$ cat src/hw/rtl/cda_pkg.sv
// Shared types and constants for the calendar date arithmetic block.
// Holds the command and sequencer codes and the request/response payloads.
// No dependencies.
package cda_pkg;

   localparam int COUNT_BITS_DEFAULT = 16;

   localparam logic [13:0] YEAR_MAX  = 14'd9999;
   localparam logic [13:0] YEAR_MIN  = 14'd1;
   localparam logic [3:0]  MONTH_MAX = 4'd12;
   localparam logic [3:0]  MONTH_MIN = 4'd1;
   localparam logic [4:0]  DAY_MIN   = 5'd1;
   localparam logic [4:0]  DAY_MAX   = 5'd31;

   typedef enum logic [1:0] {
      CMD_LOAD = 2'd0,
      CMD_ADD  = 2'd1,
      CMD_SUB  = 2'd2,
      CMD_DIST = 2'd3
   } cmd_type;

   typedef enum logic [2:0] {
      ST_IDLE,
      ST_FIX,
      ST_ADD,
      ST_SUB,
      ST_BACK,
      ST_DIST,
      ST_DONE
   } state_type;

   typedef struct packed {
      logic [1:0]  command;
      logic [13:0] in_year;
      logic [3:0]  in_month;
      logic [4:0]  in_day;
      logic [15:0] day_count;
   } req_payload_type;

   typedef struct packed {
      logic [13:0] out_year;
      logic [3:0]  out_month;
      logic [4:0]  out_day;
      logic [15:0] distance;
      logic        clamped;
   } rsp_payload_type;

endpackage

$ cat src/hw/rtl/cda_req_if.sv
// Request channel for the calendar date arithmetic block.
// Depends on cda_pkg for the request payload type.
interface cda_req_if;
   logic                       valid;
   logic                       ready;
   cda_pkg::req_payload_type   payload;

   modport source (output valid, output payload, input ready);
   modport sink   (input valid, input payload, output ready);
endinterface

$ cat src/hw/rtl/cda_rsp_if.sv
// Response channel for the calendar date arithmetic block.
// Depends on cda_pkg for the response payload type.
interface cda_rsp_if;
   logic                       valid;
   logic                       ready;
   cda_pkg::rsp_payload_type   payload;

   modport source (output valid, output payload, input ready);
   modport sink   (input valid, input payload, output ready);
endinterface

$ cat src/hw/rtl/cda_month_unit.sv
// Month length unit: Gregorian leap test and length of a given month.
// Shared by every step of the sequencer. Depends on cda_pkg.
module cda_month_unit (
   input  logic [13:0] year,
   input  logic [3:0]  month,
   output logic [4:0]  month_len
);

   logic [11:0] quarter;
   logic [24:0] prod;
   logic [7:0]  cent;
   logic [11:0] cent_x25;
   logic        div4;
   logic        div100;
   logic        leap;

   // year/100 from (year/4)/25 by reciprocal multiply
   assign quarter  = year[13:2];
   assign prod     = 25'(quarter) * 25'd5243;
   assign cent     = prod[24:17];
   assign cent_x25 = {cent, 4'b0000} + {1'b0, cent, 3'b000} + 12'(cent);
   assign div4     = (year[1:0] == 2'b00);
   assign div100   = div4 && (quarter == cent_x25);
   assign leap     = div4 && (!div100 || (cent[1:0] == 2'b00));

   always_comb begin
      case (month)
         4'd2:                       month_len = leap ? 5'd29 : 5'd28;
         4'd4, 4'd6, 4'd9, 4'd11:    month_len = 5'd30;
         default:                    month_len = cda_pkg::DAY_MAX;
      endcase
   end

endmodule

$ cat src/hw/rtl/cda_engine.sv
// Sequencer and date registers: clamps given dates, steps month by month
// for add, subtract and distance. Depends on cda_pkg and cda_month_unit.
module cda_engine #(
   parameter int COUNT_BITS = cda_pkg::COUNT_BITS_DEFAULT
) (
   input  logic                      clock,
   input  logic                      reset,
   input  logic                      start,
   input  cda_pkg::req_payload_type  req,
   input  logic                      take,
   output logic                      idle,
   output logic                      done,
   output cda_pkg::rsp_payload_type  result
);

   localparam int CNT_W = (COUNT_BITS < 16) ? COUNT_BITS : 16;
   localparam logic [16:0] DIST_MAX = (COUNT_BITS < 16) ?
      17'((64'd1 << COUNT_BITS) - 64'd1) : 17'd65535;

   cda_pkg::state_type state_ff, state_in;
   cda_pkg::cmd_type   cmd_ff, cmd_in;

   logic [13:0]      held_year_ff, held_year_in;
   logic [3:0]       held_month_ff, held_month_in;
   logic [4:0]       held_day_ff, held_day_in;
   logic [13:0]      wy_ff, wy_in;
   logic [3:0]       wm_ff, wm_in;
   logic [4:0]       wd_ff, wd_in;
   logic [13:0]      ty_ff, ty_in;
   logic [3:0]       tm_ff, tm_in;
   logic [4:0]       td_ff, td_in;
   logic [CNT_W-1:0] cnt_ff, cnt_in;
   logic [16:0]      acc_ff, acc_in;
   logic             clamp_ff, clamp_in;

   logic [4:0]  ml;
   logic [4:0]  fd;
   logic        fix_clip;
   logic [4:0]  left;
   logic        add_fits;
   logic        sub_fits;
   logic        at_top;
   logic        at_bottom;
   logic        same_month;
   logic [4:0]  step_days;
   logic [16:0] acc_sum;
   logic        over;
   logic        given_lower;
   logic [13:0] next_y, prev_y;
   logic [3:0]  next_m, prev_m;
   cda_pkg::cmd_type req_cmd;

   cda_month_unit u_month (
      .year      (wy_ff),
      .month     (wm_ff),
      .month_len (ml)
   );

   assign req_cmd    = cda_pkg::cmd_type'(req.command);
   assign fix_clip   = (wd_ff == 5'd0) || (wd_ff > ml);
   assign fd         = (wd_ff == 5'd0) ? cda_pkg::DAY_MIN : ((wd_ff > ml) ? ml : wd_ff);
   assign left       = ml - wd_ff;
   assign add_fits   = (cnt_ff <= CNT_W'(left));
   assign sub_fits   = (cnt_ff < CNT_W'(wd_ff));
   assign at_top     = (wy_ff == cda_pkg::YEAR_MAX) && (wm_ff == cda_pkg::MONTH_MAX);
   assign at_bottom  = (wy_ff == cda_pkg::YEAR_MIN) && (wm_ff == cda_pkg::MONTH_MIN);
   assign same_month = (wy_ff == ty_ff) && (wm_ff == tm_ff);
   assign step_days  = same_month ? (td_ff - wd_ff) : (left + 5'd1);
   assign acc_sum    = acc_ff + 17'(step_days);
   assign over       = (acc_sum > DIST_MAX);
   assign given_lower = {wy_ff, wm_ff, fd} < {held_year_ff, held_month_ff, held_day_ff};

   assign next_m = (wm_ff == cda_pkg::MONTH_MAX) ? cda_pkg::MONTH_MIN : wm_ff + 4'd1;
   assign next_y = (wm_ff == cda_pkg::MONTH_MAX) ? wy_ff + 14'd1 : wy_ff;
   assign prev_m = (wm_ff == cda_pkg::MONTH_MIN) ? cda_pkg::MONTH_MAX : wm_ff - 4'd1;
   assign prev_y = (wm_ff == cda_pkg::MONTH_MIN) ? wy_ff - 14'd1 : wy_ff;

   // next state
   always_comb begin
      state_in = state_ff;
      unique case (state_ff)
         cda_pkg::ST_IDLE: begin
            if (start) begin
               case (req_cmd)
                  cda_pkg::CMD_ADD: state_in = cda_pkg::ST_ADD;
                  cda_pkg::CMD_SUB: state_in = cda_pkg::ST_SUB;
                  default:          state_in = cda_pkg::ST_FIX;
               endcase
            end
         end
         cda_pkg::ST_FIX: begin
            state_in = (cmd_ff == cda_pkg::CMD_LOAD) ? cda_pkg::ST_DONE : cda_pkg::ST_DIST;
         end
         cda_pkg::ST_ADD: begin
            if (add_fits || at_top) state_in = cda_pkg::ST_DONE;
         end
         cda_pkg::ST_SUB: begin
            if (sub_fits || at_bottom) state_in = cda_pkg::ST_DONE;
            else                       state_in = cda_pkg::ST_BACK;
         end
         cda_pkg::ST_BACK: state_in = cda_pkg::ST_SUB;
         cda_pkg::ST_DIST: begin
            if (same_month || over) state_in = cda_pkg::ST_DONE;
         end
         cda_pkg::ST_DONE: begin
            if (take) state_in = cda_pkg::ST_IDLE;
         end
         default: state_in = cda_pkg::ST_IDLE;
      endcase
   end

   // datapath
   always_comb begin
      cmd_in        = cmd_ff;
      held_year_in  = held_year_ff;
      held_month_in = held_month_ff;
      held_day_in   = held_day_ff;
      wy_in         = wy_ff;
      wm_in         = wm_ff;
      wd_in         = wd_ff;
      ty_in         = ty_ff;
      tm_in         = tm_ff;
      td_in         = td_ff;
      cnt_in        = cnt_ff;
      acc_in        = acc_ff;
      clamp_in      = clamp_ff;
      unique case (state_ff)
         cda_pkg::ST_IDLE: begin
            if (start) begin
               cmd_in   = req_cmd;
               cnt_in   = req.day_count[CNT_W-1:0];
               acc_in   = 17'd0;
               clamp_in = 1'b0;
               if ((req_cmd == cda_pkg::CMD_ADD) || (req_cmd == cda_pkg::CMD_SUB)) begin
                  wy_in = held_year_ff;
                  wm_in = held_month_ff;
                  wd_in = held_day_ff;
               end else begin
                  wy_in = req.in_year;
                  wm_in = req.in_month;
                  wd_in = req.in_day;
                  if (req.in_year < cda_pkg::YEAR_MIN) begin
                     wy_in    = cda_pkg::YEAR_MIN;
                     clamp_in = 1'b1;
                  end
                  if (req.in_year > cda_pkg::YEAR_MAX) begin
                     wy_in    = cda_pkg::YEAR_MAX;
                     clamp_in = 1'b1;
                  end
                  if (req.in_month < cda_pkg::MONTH_MIN) begin
                     wm_in    = cda_pkg::MONTH_MIN;
                     clamp_in = 1'b1;
                  end
                  if (req.in_month > cda_pkg::MONTH_MAX) begin
                     wm_in    = cda_pkg::MONTH_MAX;
                     clamp_in = 1'b1;
                  end
               end
            end
         end
         cda_pkg::ST_FIX: begin
            clamp_in = clamp_ff | fix_clip;
            wd_in    = fd;
            if (cmd_ff == cda_pkg::CMD_LOAD) begin
               held_year_in  = wy_ff;
               held_month_in = wm_ff;
               held_day_in   = fd;
            end else if (given_lower) begin
               ty_in = held_year_ff;
               tm_in = held_month_ff;
               td_in = held_day_ff;
            end else begin
               ty_in = wy_ff;
               tm_in = wm_ff;
               td_in = fd;
               wy_in = held_year_ff;
               wm_in = held_month_ff;
               wd_in = held_day_ff;
            end
         end
         cda_pkg::ST_ADD: begin
            if (add_fits) begin
               held_year_in  = wy_ff;
               held_month_in = wm_ff;
               held_day_in   = wd_ff + cnt_ff[4:0];
            end else if (at_top) begin
               held_year_in  = cda_pkg::YEAR_MAX;
               held_month_in = cda_pkg::MONTH_MAX;
               held_day_in   = cda_pkg::DAY_MAX;
               clamp_in      = 1'b1;
            end else begin
               cnt_in = cnt_ff - (CNT_W'(left) + CNT_W'(1));
               wd_in  = cda_pkg::DAY_MIN;
               wm_in  = next_m;
               wy_in  = next_y;
            end
         end
         cda_pkg::ST_SUB: begin
            if (sub_fits) begin
               held_year_in  = wy_ff;
               held_month_in = wm_ff;
               held_day_in   = wd_ff - cnt_ff[4:0];
            end else if (at_bottom) begin
               held_year_in  = cda_pkg::YEAR_MIN;
               held_month_in = cda_pkg::MONTH_MIN;
               held_day_in   = cda_pkg::DAY_MIN;
               clamp_in      = 1'b1;
            end else begin
               cnt_in = cnt_ff - CNT_W'(wd_ff);
               wm_in  = prev_m;
               wy_in  = prev_y;
            end
         end
         cda_pkg::ST_BACK: begin
            wd_in = ml;
         end
         cda_pkg::ST_DIST: begin
            if (over) begin
               acc_in   = DIST_MAX;
               clamp_in = 1'b1;
            end else begin
               acc_in = acc_sum;
               if (!same_month) begin
                  wd_in = cda_pkg::DAY_MIN;
                  wm_in = next_m;
                  wy_in = next_y;
               end
            end
         end
         cda_pkg::ST_DONE: begin
         end
         default: begin
         end
      endcase
   end

   always_ff @(posedge clock) begin
      if (reset) begin
         state_ff      <= cda_pkg::ST_IDLE;
         held_year_ff  <= cda_pkg::YEAR_MIN;
         held_month_ff <= cda_pkg::MONTH_MIN;
         held_day_ff   <= cda_pkg::DAY_MIN;
      end else begin
         state_ff      <= state_in;
         held_year_ff  <= held_year_in;
         held_month_ff <= held_month_in;
         held_day_ff   <= held_day_in;
      end
   end

   always_ff @(posedge clock) begin
      cmd_ff   <= cmd_in;
      wy_ff    <= wy_in;
      wm_ff    <= wm_in;
      wd_ff    <= wd_in;
      ty_ff    <= ty_in;
      tm_ff    <= tm_in;
      td_ff    <= td_in;
      cnt_ff   <= cnt_in;
      acc_ff   <= acc_in;
      clamp_ff <= clamp_in;
   end

   assign idle             = (state_ff == cda_pkg::ST_IDLE);
   assign done             = (state_ff == cda_pkg::ST_DONE);
   assign result.out_year  = held_year_ff;
   assign result.out_month = held_month_ff;
   assign result.out_day   = held_day_ff;
   assign result.distance  = acc_ff[15:0];
   assign result.clamped   = clamp_ff;

endmodule

$ cat src/hw/rtl/calendar_date_arithmetic.sv
// Calendar date arithmetic, top level: request/response handshake and output register.
// Load clamps the given date and stores it as the held date; add and subtract step the
// held date month by month; distance steps month by month from the earlier date to the later one (stops at the limit).
// Throughput: one request at a time; a new request is accepted only when the engine is idle.
// Reset: held date returns to 0001-01-01, no response pending.
// Depends on cda_pkg, cda_req_if, cda_rsp_if and cda_engine.
module calendar_date_arithmetic #(
   parameter int COUNT_BITS = cda_pkg::COUNT_BITS_DEFAULT
) (
   input  logic         clock,
   input  logic         reset,
   cda_req_if.sink      req_chan,
   cda_rsp_if.source    rsp_chan
);

   logic                     eng_idle;
   logic                     eng_done;
   logic                     start;
   logic                     take;
   cda_pkg::rsp_payload_type eng_result;
   cda_pkg::rsp_payload_type rsp_data_ff, rsp_data_in;
   logic                     rsp_valid_ff, rsp_valid_in;

   cda_engine #(
      .COUNT_BITS (COUNT_BITS)
   ) u_engine (
      .clock  (clock),
      .reset  (reset),
      .start  (start),
      .req    (req_chan.payload),
      .take   (take),
      .idle   (eng_idle),
      .done   (eng_done),
      .result (eng_result)
   );

   assign req_chan.ready = eng_idle;
   assign start          = req_chan.valid && eng_idle;
   assign take           = eng_done && (!rsp_valid_ff || rsp_chan.ready);

   always_comb begin
      rsp_valid_in = rsp_valid_ff && !rsp_chan.ready;
      rsp_data_in  = rsp_data_ff;
      if (take) begin
         rsp_valid_in = 1'b1;
         rsp_data_in  = eng_result;
      end
   end

   always_ff @(posedge clock) begin
      if (reset) begin
         rsp_valid_ff <= 1'b0;
      end else begin
         rsp_valid_ff <= rsp_valid_in;
      end
   end

   always_ff @(posedge clock) begin
      rsp_data_ff <= rsp_data_in;
   end

   assign rsp_chan.valid   = rsp_valid_ff;
   assign rsp_chan.payload = rsp_data_ff;

endmodule
$ cat src/flat_wrapper.sv
// flat-port wrapper written by rule: the top's interface ports become plain ports
module calendar_date_arithmetic_flat 
#(
   parameter int COUNT_BITS = cda_pkg::COUNT_BITS_DEFAULT
)
  (clock, reset, req_chan_valid, req_chan_payload, req_chan_ready, rsp_chan_valid, rsp_chan_payload, rsp_chan_ready);
  cda_req_if req_chan_i ();
  cda_rsp_if rsp_chan_i ();
  input  logic clock;
  input  logic reset;
  input wire logic [$bits(req_chan_i.valid)-1:0] req_chan_valid;
  input wire logic [$bits(req_chan_i.payload)-1:0] req_chan_payload;
  output wire logic [$bits(req_chan_i.ready)-1:0] req_chan_ready;
  output wire logic [$bits(rsp_chan_i.valid)-1:0] rsp_chan_valid;
  output wire logic [$bits(rsp_chan_i.payload)-1:0] rsp_chan_payload;
  input wire logic [$bits(rsp_chan_i.ready)-1:0] rsp_chan_ready;
  assign req_chan_i.valid = req_chan_valid;
  assign req_chan_i.payload = req_chan_payload;
  assign req_chan_ready = req_chan_i.ready;
  assign rsp_chan_valid = rsp_chan_i.valid;
  assign rsp_chan_payload = rsp_chan_i.payload;
  assign rsp_chan_i.ready = rsp_chan_ready;
  calendar_date_arithmetic #(.COUNT_BITS(COUNT_BITS)) u_core (.clock(clock), .reset(reset), .req_chan(req_chan_i), .rsp_chan(rsp_chan_i));
endmodule
$ cat config.mk
export PLATFORM = sky130hd
export DESIGN_NAME = calendar_date_arithmetic_flat
export DESIGN_NICKNAME = d
export VERILOG_FILES = /design/src/hw/rtl/cda_pkg.sv /design/src/hw/rtl/cda_req_if.sv /design/src/hw/rtl/cda_rsp_if.sv /design/src/hw/rtl/cda_month_unit.sv /design/src/hw/rtl/cda_engine.sv /design/src/hw/rtl/calendar_date_arithmetic.sv /design/src/flat_wrapper.sv
export SDC_FILE = /design/constraint.sdc
export NUM_CORES = 1
export LEC_CHECK = 0
export ABC_AREA = 1
export BUFFER_PORTS_ARGS = -buffer_cell sky130_fd_sc_hd__buf_2
export CAP_MARGIN = 15
export CORE_UTILIZATION = 65
export CTS_CLUSTER_SIZE = 24
export DETAILED_ROUTE_END_ITERATION = 8
export PLACE_DENSITY = 0.94
export RECOVER_POWER = 100
export SYNTH_ARGS = -nofsm -noshare
export SYNTH_HDL_FRONTEND = slang
export SYNTH_SLANG_ARGS = --single-unit
$ cat constraint.sdc
create_clock -name clock -period 22.1 [get_ports clock]
set_clock_uncertainty 0.1 [all_clocks]
set_input_delay 1.105 -clock clock [delete_from_list [all_inputs] [get_ports clock]]
set_output_delay 1.105 -clock clock [all_outputs]
set_load 0.01 [all_outputs]
==> metrics <==
ANT cells=0; Main synth FF type=edfxtp_1; fraction of layout cells with a size suffix above 1=0.06069; top post-synthesis cells by area=edfxtp_1 (27%), ha_1 (15%), fa_1 (8.1%); Slew Limit Fails=105; Synth top area share=0.2731; fin crit period=14140 ps; Max Cap Viol=3; CTS Hold Bufs=0; Die ar.=21220 µm²; crit path launch type=flop; DR vias=12650; ys async rst share=0; Die H=145.7 µm; DP HPWL=29020 µm; largest net degree at the start of global routing=54; most frequent CP cell=nand2_1; Yosys reg bits=149; Seq/Total Area, Yosys=0.3134; fin crit share=0.6397; number of flops mapped to enable cells by yosys=122; clock root cell=clkbuf_16; failing checks=DRC, capacitance limit, slew limit; RSZ-0062 raised after global routing=false; DRC=2; starting density of the core=0.6630; slowest stage cell on the critical path=fa_1; Core Box Area=20230 µm²; PostCTS Resize Cnt=0; WL/cell=19.59 µm; DRT antenna net count=0; die width=145.7 µm; fillers=1505; final wirelength=39170 µm; status=finished, violations left; synth cell count leaders=nand2_1 (275), inv_1 (271), ha_1 (166); Post-Syn Area=13420 µm²; Worst setup EP type=flop; f_max=70.74 MHz; Synth area leader=edfxtp_1; Via density=6.325; worst hold path class=reg2reg; grt total ovfl=0; Worst-Margin Slew=2194 ps; H-tree levels=4; yosys warns=0; CTS Buf Count=17; Boundary Pins=87; endpoints failing setup=0; critical path required time=22070 ps; Mapped Cells=1642; routability cong.=0.9952; Max stage delay on crit path=680 ps; Fin Setup TNS=0 ps; CTS tree=done; Synth Net Count=1907; largest fanout on the critical path=12; CTS Buffer Depth=2; PortBufs=86; Worst EP arrival=14100 ps; WS Path Type=reg2reg; Site Rows=52; via count of the first global-routing pass=12310; Slew HR=-0.4626; Total GRT Usage=0.3756; top-count cell post-synth=nand2_1; post-synthesis average cell area=8.170 µm²; area growth from synthesis to layout=8.506%; DRC marker count from the first detailed-route iteration=1564; first-pass GRT wire length=62730 µm; Nets=1982; drt pass-1 iters=9; Yosys cell types=52; WHS=329.7 ps; post-CTS setup buffer count=0; clock latency on the worst-skew pair=440 ps; Clk pin slew, worst setup/hold paths=70 ps; Hold Vio Cnt, Final=0; CTS sink cnt=149; initial antenna violation count=0
==> cells in the final DEF (no fill, tap or decap), types with 10 or more instances in the layout <==
master,n
a21oi_1,117
a31oi_1,10
buf_2,42
clkbuf_1,50
clkbuf_16,17
dfxtp_1,27
edfxtp_1,122
fa_1,54
ha_1,166
inv_1,271
nand2_1,276
nand3_1,91
nand4_1,18
nor2_1,143
nor3_1,20
o211ai_1,14
o21ai_0,101
o221ai_1,17
o31ai_1,12
or2_2,23
xnor2_1,20
xor2_1,26
==> registers in the layout, indices dropped and copies added (netlist names) <==
| name | cells |
|---|---|
| u_core.u_engine.cmd_ff | 2 |
| u_core.u_engine.cnt_ff | 16 |
| u_core.u_engine.wm_ff | 4 |
| u_core.u_engine.wy_ff | 14 |
| u_core.u_engine.wd_ff | 5 |
| u_core.u_engine.held_day_ff | 5 |
| u_core.u_engine.held_year_ff | 14 |
| u_core.u_engine.held_month_ff | 4 |
| u_core.u_engine.tm_ff | 4 |
| u_core.u_engine.ty_ff | 14 |
| u_core.rsp_chan.valid | 1 |
| u_core.u_engine.td_ff | 5 |
| u_core.u_engine.clamp_ff | 1 |
| u_core.rsp_chan.payload | 40 |
| u_core.u_engine.state_ff | 3 |
| u_core.u_engine.acc_ff | 17 |
==> worst max-delay path, delay by kind of cell (launching register included) <==
kind / cells / cell delay, ps
fa+ha+maj: 11 / 4880
simple gates: 30 / 3820
buf+inv: 10 / 1710
compound gates: 9 / 1660
xor+xnor: 3 / 860
flops: 1 / 630
mux: 1 / 100
==> per-layer routing <==
metal / share of wire / global-route usage / wire length (µm) / up-vias
li1: - / - / - / 5690
met4: 0.054 / 0.1721 / 2114 / 0
met2: 0.45 / 0.6038 / 17580 / 921
met3: 0.13 / 0.06897 / 5021 / 212
met5: 0 / 0 / 0 / -
met1: 0.37 / 0.4947 / 14450 / 5827
==> area by class of cell <==
cell class,count,area [µm²],share of cell area
tap,270,337.8,0.02321
sequential,149,4204,0.2888
clock inverter,15,170.2,0.01169
inverter,277,1040,0.07143
timing repair buffer,95,420.4,0.02888
multi-input combinational,1177,7959,0.5468
clock buffer,17,425.4,0.02922
==> logic make-up after synthesis <==
kind of cell	after synthesis	synth area share
and+or+nand+nor	590	0.1895
AOI/OAI and AO/OA	318	0.1394
other	1	0.0002795
DFF	149	0.3134
xor gates and xnor gates	46	0.03059
buffers and inverters	316	0.08991
muxes	2	0.001492
adders and majority gates	220	0.2354
==> per-stage QoR <==
step / cells / setup slack, ps / utilization / cell area, µm²
4_1_cts: 1999 / 8888 / 0.7258 / 14690
5_1_grt: 2000 / 7077 / 0.7194 / 14560
6_report: 2000 / 7963 / 0.7194 / 14560
2_1_floorplan: 1642 / 10610 / - / 13420
3_3_place_gp: 1967 / 9550 / 0.6963 / 14090
3_5_place_dp: 1967 / 9024 / 0.6963 / 14090
==> path summary, 6_finish.rpt <==
kind                                                        from                          end  slack, ps  cells past startpoint
worst max-delay path                    u_core.u_engine.wy_ff[8]    u_core.u_engine.wy_ff[13]       7960                     64
worst min register to register  u_core.u_engine.held_month_ff[3]  u_core.rsp_chan.payload[25]        330                      0
worst min-delay path            u_core.u_engine.held_month_ff[3]  u_core.rsp_chan.payload[25]        330                      0
worst max register to register          u_core.u_engine.wy_ff[8]    u_core.u_engine.wy_ff[13]       7960                     64
Power is left out: the tool's default activity adds up to more than one toggle a clock period on the data nets, which glitch-free logic cannot reach.
